--- src/hdl/mhcs_pkg.sv ---
// Package: shared constants for the Hamiltonian cycle search unit.
package mhcs_pkg;
  localparam int MaxVertices = 8;
  localparam int WeightBits = 16;
  localparam int VtxBits = 3;
  localparam int CountBits = 4;
  localparam int CostBits = 20;
  localparam logic [CostBits-1:0] CostMax = '1;
  localparam logic OpLoad = 1'b0;
  localparam logic OpStart = 1'b1;
endpackage

--- src/hdl/mhcs_acc.sv ---
// Shared saturating cost accumulator: one edge weight added per cycle while add_i is high.
module mhcs_acc #(
  parameter int WeightBits = mhcs_pkg::WeightBits
) (
  input  logic                          clk_i,
  input  logic                          clear_i,
  input  logic                          add_i,
  input  logic [WeightBits-1:0]         weight_i,
  output logic [mhcs_pkg::CostBits-1:0] sum_o
);
  localparam int SumW = (mhcs_pkg::CostBits > WeightBits ? mhcs_pkg::CostBits : WeightBits) + 1;
  logic [mhcs_pkg::CostBits-1:0] sum_q, sum_d;
  logic [SumW-1:0] wide;

  always_comb begin
    wide = SumW'(sum_q) + SumW'(weight_i);
    sum_d = sum_q;
    if (clear_i) begin
      sum_d = '0;
    end else if (add_i) begin
      sum_d = (wide > SumW'(mhcs_pkg::CostMax)) ? mhcs_pkg::CostMax
                                                : wide[mhcs_pkg::CostBits-1:0];
    end
  end

  always_ff @(posedge clk_i) begin
    sum_q <= sum_d;
  end

  assign sum_o = sum_q;
endmodule

--- src/hdl/min_hamiltonian_cycle_search_unit.sv ---
// Top level: brute-force minimum Hamiltonian cycle search over a loaded weight matrix.
// Load beats are accepted back to back, one per cycle. A start beat enters an init state, then per
// order with vertex 0 first: costing (matrix read, then add in the shared adder, per edge), a
// compare step and next-order stepping (find i, find j, swap, reverse); then n+1 result beats
// (one if no cycle), each held until m_axis_tready.
// Ready is low from the start beat until the last result beat is accepted.
// Reset (rst_ni low, async) clears control, vertex_count to 8; matrix is undefined.
module min_hamiltonian_cycle_search_unit #(
  parameter int WeightBits  = mhcs_pkg::WeightBits
) (
  input  logic        clk_i,
  input  logic        rst_ni,
  input  logic        cfg_we_i,
  input  logic [3:0]  cfg_wdata_i,           // vertex_count
  input  logic        s_axis_tvalid,
  output logic        s_axis_tready,
  input  logic [0:0]  s_axis_tuser,          // operation
  input  logic [23:0] s_axis_tdata,          // row[2:0], col[5:3], weight[21:6], zero pad
  output logic        m_axis_tvalid,
  input  logic        m_axis_tready,
  output logic [0:0]  m_axis_tuser,          // found
  output logic        m_axis_tlast,
  output logic [23:0] m_axis_tdata           // min_cost[19:0], vertex[22:20], zero pad
);
  localparam int MaxVertices = mhcs_pkg::MaxVertices;
  localparam int VB = $clog2(MaxVertices);
  localparam int CB = $clog2(MaxVertices + 1);
  localparam int AB = 2 * VB;
  localparam int Depth = MaxVertices * MaxVertices;
  localparam int CostBits = mhcs_pkg::CostBits;

  typedef enum logic [3:0] {
    S_IDLE, S_INIT, S_RD, S_ACC, S_EVAL, S_FINDI, S_FINDJ, S_SWAP, S_REV, S_OUT
  } state_e;

  state_e state_q;
  logic [CB-1:0] vcnt_q, n_q;
  logic [VB-1:0] ord_q [MaxVertices];
  logic [VB-1:0] best_q [MaxVertices];
  logic [CostBits-1:0] bcost_q;
  logic seen_q, zero_q;
  logic [CB-1:0] k_q;
  logic [CB-1:0] i_q, j_q, lo_q, hi_q;
  logic [WeightBits-1:0] mem [Depth];
  logic [WeightBits-1:0] rd_q;
  logic [AB-1:0] rd_addr;
  logic acc_clr, acc_add;
  logic [CostBits-1:0] sum;
  logic [CB-1:0] nxt;
  logic [VB-1:0] row, col, va, vb;
  logic s_fire, m_fire;

  assign s_fire = s_axis_tvalid && s_axis_tready;
  assign m_fire = m_axis_tvalid && m_axis_tready;
  assign s_axis_tready = (state_q == S_IDLE);
  assign row = s_axis_tdata[VB-1:0];
  assign col = s_axis_tdata[3+VB-1:3];

  // Address of edge ord[k] -> ord[(k+1) mod n].
  always_comb begin
    nxt = (k_q + 1'b1 == n_q) ? '0 : k_q + 1'b1;
    va = ord_q[k_q[VB-1:0]];
    vb = ord_q[nxt[VB-1:0]];
    rd_addr = {va, vb};
  end

  // Weight matrix: written by load beats, read once a cycle during costing.
  always_ff @(posedge clk_i) begin
    if (s_fire && s_axis_tuser[0] == mhcs_pkg::OpLoad &&
        {1'b0, s_axis_tdata[2:0]} < 4'(MaxVertices) &&
        {1'b0, s_axis_tdata[5:3]} < 4'(MaxVertices)) begin
      mem[{row, col}] <= WeightBits'(s_axis_tdata[21:6]);
    end
    rd_q <= mem[rd_addr];
  end

  assign acc_clr = (state_q == S_RD) && (k_q == '0);
  assign acc_add = (state_q == S_ACC);

  mhcs_acc #(.WeightBits(WeightBits)) u_acc (
    .clk_i, .clear_i(acc_clr), .add_i(acc_add), .weight_i(rd_q), .sum_o(sum)
  );

  always_ff @(posedge clk_i or negedge rst_ni) begin
    if (!rst_ni) begin
      state_q <= S_IDLE;
      vcnt_q <= CB'(MaxVertices);
      n_q <= CB'(MaxVertices);
      seen_q <= 1'b0;
      zero_q <= 1'b0;
      bcost_q <= mhcs_pkg::CostMax;
      k_q <= '0; i_q <= '0; j_q <= '0; lo_q <= '0; hi_q <= '0;
      for (int v = 0; v < MaxVertices; v++) begin
        ord_q[v] <= VB'(v);
        best_q[v] <= VB'(v);
      end
    end else begin
      if (cfg_we_i) begin
        if (cfg_wdata_i < 4'd2) vcnt_q <= CB'(2);
        else if ({1'b0, cfg_wdata_i} > 5'(MaxVertices)) vcnt_q <= CB'(MaxVertices);
        else vcnt_q <= CB'(cfg_wdata_i);
      end
      case (state_q)
        S_IDLE: begin
          if (s_fire && s_axis_tuser[0] == mhcs_pkg::OpStart) begin
            state_q <= S_INIT;
            n_q <= vcnt_q;
          end
        end
        S_INIT: begin
          for (int v = 0; v < MaxVertices; v++) begin
            ord_q[v] <= VB'(v);
            best_q[v] <= VB'(v);
          end
          bcost_q <= mhcs_pkg::CostMax;
          seen_q <= 1'b0;
          k_q <= '0;
          state_q <= S_RD;
        end
        S_RD: begin
          zero_q <= (k_q == '0) ? 1'b0 : zero_q;
          state_q <= S_ACC;
        end
        S_ACC: begin
          // rd_q holds weight of edge k; accumulator adds it this edge.
          if (rd_q == '0) zero_q <= 1'b1;
          if (k_q == n_q - 1'b1) begin
            state_q <= S_EVAL;
          end else begin
            k_q <= k_q + 1'b1;
            state_q <= S_RD;
          end
        end
        S_EVAL: begin
          if (!zero_q && (!seen_q || sum < bcost_q)) begin
            bcost_q <= sum;
            seen_q <= 1'b1;
            for (int v = 0; v < MaxVertices; v++) best_q[v] <= ord_q[v];
          end
          i_q <= n_q - CB'(2);
          state_q <= S_FINDI;
        end
        S_FINDI: begin
          // Find largest i >= 1 with ord[i] < ord[i+1].
          if (i_q == '0) begin
            k_q <= '0;
            state_q <= S_OUT;
          end else if (ord_q[i_q[VB-1:0]] < ord_q[VB'(i_q + 1'b1)]) begin
            j_q <= n_q - 1'b1;
            state_q <= S_FINDJ;
          end else begin
            i_q <= i_q - 1'b1;
          end
        end
        S_FINDJ: begin
          if (ord_q[j_q[VB-1:0]] > ord_q[i_q[VB-1:0]]) state_q <= S_SWAP;
          else j_q <= j_q - 1'b1;
        end
        S_SWAP: begin
          ord_q[i_q[VB-1:0]] <= ord_q[j_q[VB-1:0]];
          ord_q[j_q[VB-1:0]] <= ord_q[i_q[VB-1:0]];
          lo_q <= i_q + 1'b1;
          hi_q <= n_q - 1'b1;
          state_q <= S_REV;
        end
        S_REV: begin
          if (lo_q < hi_q) begin
            ord_q[lo_q[VB-1:0]] <= ord_q[hi_q[VB-1:0]];
            ord_q[hi_q[VB-1:0]] <= ord_q[lo_q[VB-1:0]];
            lo_q <= lo_q + 1'b1;
            hi_q <= hi_q - 1'b1;
          end else begin
            k_q <= '0;
            state_q <= S_RD;
          end
        end
        S_OUT: begin
          if (m_fire) begin
            if (m_axis_tlast) state_q <= S_IDLE;
            else k_q <= k_q + 1'b1;
          end
        end
        default: state_q <= S_IDLE;
      endcase
    end
  end

  // Result beat k: best_order[k], closing beat repeats vertex 0.
  logic [VB-1:0] out_v;
  assign out_v = (k_q == n_q) ? best_q[0] : best_q[k_q[VB-1:0]];
  assign m_axis_tvalid = (state_q == S_OUT);
  assign m_axis_tuser = seen_q;
  assign m_axis_tlast = !seen_q || (k_q == n_q);
  assign m_axis_tdata = seen_q ? {1'b0, 3'(out_v), bcost_q} : '0;

  a_busy: assert property (@(posedge clk_i) disable iff (!rst_ni)
    m_axis_tvalid |-> !s_axis_tready) else $error("ready during output");
  a_last: assert property (@(posedge clk_i) disable iff (!rst_ni)
    (m_fire && m_axis_tlast) |=> state_q == S_IDLE) else $error("no idle after last");
  a_nf: assert property (@(posedge clk_i) disable iff (!rst_ni)
    (m_axis_tvalid && !m_axis_tuser[0]) |-> (m_axis_tlast && m_axis_tdata == '0))
    else $error("bad not-found beat");
endmodule
--- config.mk ---
export PLATFORM = sky130hd
export DESIGN_NAME = min_hamiltonian_cycle_search_unit
export DESIGN_NICKNAME = d
export VERILOG_FILES = /design/src/hdl/mhcs_pkg.sv /design/src/hdl/mhcs_acc.sv /design/src/hdl/min_hamiltonian_cycle_search_unit.sv
export SDC_FILE = /design/constraint.sdc
export NUM_CORES = 2
export LEC_CHECK = 0
export BUFFER_PORTS_ARGS = -buffer_cell sky130_fd_sc_hd__buf_4
export CORE_ASPECT_RATIO = 1.5
export CORE_MARGIN = 5
export CORE_UTILIZATION = 65
export DETAILED_ROUTE_END_ITERATION = 8
export PLACE_DENSITY_LB_ADDON = 0.25
export SYNTH_ARGS = -nofsm -noshare
export SYNTH_HDL_FRONTEND = slang
export SYNTH_SLANG_ARGS = --single-unit
--- constraint.sdc ---
create_clock -name clk_i -period 7.65 [get_ports clk_i]
set_input_delay 0.765 -clock clk_i [delete_from_list [all_inputs] [get_ports clk_i]]
set_output_delay 0.765 -clock clk_i [all_outputs]
set_load 0.03 [all_outputs]
==> reports/qor.csv <==
stage;metric;value;unit
cells_and_area;final-stage net count;3747;
setup_path;Startpoint Class;flip-flop;
floorplanning;die area;0.0835;mm²
power_and_ir_drop;Leak;20.0;nW
drt;Via density;6.69;
synth;synth warn;0;
timing;Slew HR;14.2;%
cts;total setup buffers inserted after CTS;0;
place;post-DP HPWL;80.4;mm
cts;clock sinks;1161;
run_status;status;completed;
power_and_ir_drop;power per standard cell area;454;mW/mm²
timing;post-route minimum period;6.40;ns
drt;Routed Antenna Nets;0;
setup_path;CP Capture Type;flip-flop;
cts;Reg clk slew, reported paths;0.06;ns
timing;total negative slack;0;ns
drt;wire length per cell;27.0;µm
cts;TritonCTS buffer count;103;
setup_path;crit-path max FO;64;
timing;Final Hold Fails;0;
grt;grt total ovfl;0;
timing;final-report setup violation count;0;
timing;final period utilization;83.7;%
drt;initial DRC count;3269;
cts;worst skew pair latency;0.70;ns
grt;largest net degree at the start of global routing;96;
floorplanning;Rows;125;
drt;Total Routed Length;129;mm
setup_path;cell family with the largest share of critical-path delay;compound AO/OA/AOI/OAI gates;
place;IO buf count;58;
timing;worst slew pin tran;1.28;ns
timing;Peak Freq;156;MHz
drt;via count;31900;
synth;share of synthesized registers carrying an async set or reset;8.70;%
timing;RSZ-0062 raised after global routing;false;
cts;Resize count post-CTS;0;
cts;Bufs on Longest Clock Path;3;
cells_and_area;layout cell share with drive strength beyond 1;14.1;%
synth;syn nets;3728;
synth;post-synthesis cell area;0.0505;mm²
floorplanning;Die H;351;µm
setup_path;CP cell instances;inv_1 > ha_1 > xnor2_1 > nand2_1 > a22o_1 > a2111oi_0 > a31oi_1 > a211oi_4 > buf_4 > nor3_1 > buf_4 > a221oi_1 > nand4b_1 > nor4_2;
floorplanning;Die W;238;µm
grt;first-pass GRT wire length;190;mm
timing;hold slack;0.311;ns
synth;most frequent cell after synthesis;edfxtp_1;
grt;initial antenna violation count;4;
floorplanning;io pins;62;
synth;Primary FF master, synth;edfxtp_1;
timing;clock skew;0.0402;ns
grt;vias in the first global route;31400;
synth;#FFs+latches synth;1161;
setup_path;stages on the worst setup path;14;
power_and_ir_drop;maximum VDD drop;0.813;mV
synth;post-synth top area share;60.9;%
floorplanning;Initial Utilization;65.4;%
cts;CTS tree;built;
setup_path;Crit Path Category;flip-flop to flip-flop;
setup_path;CP max stage cell;a221oi_1;
cells_and_area;area grow syn2layout;9.82;%
synth;Netlist cell types;74;
grt;GRT Util Overall;30.2;%
timing;Slew Viols, Final;0;
synth;syn_area_per_cell;13.9;µm²
setup_path;R2R cell count;14;
floorplanning;Core ar.;0.0773;mm²
setup_path;slowest stage delay, CP;1.00;ns
cts;Hold-fix buffers, CTS;1;
drt;First-pass DRT Iterations;6;
cts;# H-tree levels;3;
synth;cells after synthesis;3640;
synth;sequential share of the synthesized area;67.4;%
min_path;WHS Path Cells;2;
setup_path;critical path buffer and inverter count;3;
synth;Synth top cells by count;edfxtp_1 (1024), mux2i_1 (394), nand2_1 (380);
flow_run;Max-Cap Viols;0;
place;routability cong.;0.936;
setup_path;WP data arrival;7.00;ns
cts;Root Buffer;clkbuf_16;
drt;DRC Markers;0;
setup_path;Crit path top cell by count;buf_4;
synth;EDFF count, synth;1024;
min_path;Worst Hold Class;input port to flip-flop;
setup_path;Critical Path RT;8.24;ns
synth;dominant cells by area after synthesis;edfxtp_1 (61%), mux2i_1 (7.8%), nand2_1 (2.8%);
synth;area leader, netlist;edfxtp_1;
[worst register-to-register path: stages, from the launching register on]
cell       delay, ns
dfrtp_1         0.99
inv_1           0.22
ha_1            0.42
xnor2_1         0.28
nand2_1         0.16
a22o_1          0.22
a2111oi_0       0.38
a31oi_1         0.16
a211oi_4        0.46
buf_4           0.88
nor3_1          0.16
buf_4           0.26
a221oi_1        1.01
nand4b_1        0.44
nor4_2          0.26
[cells by family (layout without fill, tap and decap cells)]
kind of cell	Yosys count	in the layout	share of synthesized area, %
AND/OR/NAND/NOR	954	954	8.75
adder cells (fa/ha/maj)	54	54	1.35
multiplexers	510	510	10.8
other	1	2	0.00742
flip-flops	1161	1161	67.4
AO/OA/AOI/OAI	629	629	8.30
buffers and inverters	304	413	2.90
XOR/XNOR	27	27	0.495
[state kept, by name (all words and copies together), names as in the netlist]
| signal | cells |
|---|---|
| bcost_q | 20 |
| best_q | 24 |
| hi_q | 4 |
| i_q | 4 |
| j_q | 3 |
| k_q | 4 |
| lo_q | 4 |
| m_axis_tuser | 1 |
| mem | 1024 |
| n_q | 4 |
| ord_q | 24 |
| rd_q | 16 |
| state_q | 4 |
| u_acc.sum_o | 20 |
| vcnt_q | 4 |
| zero_q | 1 |
[stage by stage]
step,instance area [µm²],setup slack (ns),instances,util [%],power [W]
after floorplan,50500,3.26,3640,-,0.0168
after global placement,51900,1.49,4569,67.2,0.0192
after detailed placement,51900,1.46,4569,67.2,0.0196
after CTS,55500,1.37,4765,71.8,0.0251
after global routing,55500,1.12,4765,71.8,0.0263
final,55500,1.25,4766,71.8,0.0252
[report_power, final]
group | total [W] | internal [W] | switching [W]
sequential | 0.00762 | 0.00717 | 0.000444
clock | 0.00545 | 0.00312 | 0.00233
combinational | 0.0121 | 0.00465 | 0.00747
[final cells by class]
cell class | instances | area, µm²
sequential | 1161 | 34100
fill | 4884 | 21800
multi-input combinational | 2175 | 15100
clock buffer | 125 | 2820
tap | 1016 | 1270
timing repair buffer | 152 | 1220
clock inverter | 70 | 763
inverter | 66 | 248
antenna | 1 | 2.50
[path summary, 6_finish.rpt]
check	from	endpoint	slack [ns]
max	k_q[0]$_DFFE_PN0P_	rd_q[12]$_DFF_P_	1.25
min	cfg_we_i	vcnt_q[0]$_DFFE_PN0P_	0.31
max reg2reg	k_q[0]$_DFFE_PN0P_	rd_q[12]$_DFF_P_	1.25
min reg2reg	u_acc.sum_o[7]$_SDFFE_PP0P_	bcost_q[7]$_DFFE_PN1P_	0.50
max in group asynchronous	rst_ni	m_axis_tuser$_DFFE_PN0P_	5.73
min in group asynchronous	rst_ni	hi_q[3]$_DFFE_PN0P_	0.54
[layout by cell type (no fill, tap or decap), types with 20 or more instances in the layout]
cell type | synthesis | final
mux2i_1 | 394 | 394
dfrtp_1 | 55 | 55
a31oi_1 | 27 | 27
nand2_1 | 380 | 380
o21ai_0 | 85 | 85
dfxtp_1 | 36 | 36
and2_1 | 25 | 25
a221oi_1 | 27 | 27
a22o_1 | 31 | 31
ha_1 | 53 | 53
edfxtp_1 | 1024 | 1024
nand3_1 | 164 | 164
mux2_2 | 98 | 98
a21o_1 | 20 | 20
a311oi_1 | 33 | 33
o22ai_1 | 93 | 93
clkinv_2 | 0 | 24
a211oi_1 | 58 | 55
clkbuf_16 | 0 | 109
inv_1 | 61 | 61
a21oi_1 | 149 | 149
nor3_1 | 32 | 30
and3_1 | 35 | 35
a22oi_1 | 28 | 28
nor2_1 | 200 | 181
dfstp_2 | 46 | 46
buf_4 | 19 | 145
[layer usage]
layer  GRT usage, %  share of wire, %  up-vias
met5              0             0.026        -
met4           17.3               6.9        6
met3           4.45               7.0      416
met2           53.7                52     1612
met1           35.1                34    15900
li1               -                 -    14000
(Power assumes the default switching activity.)
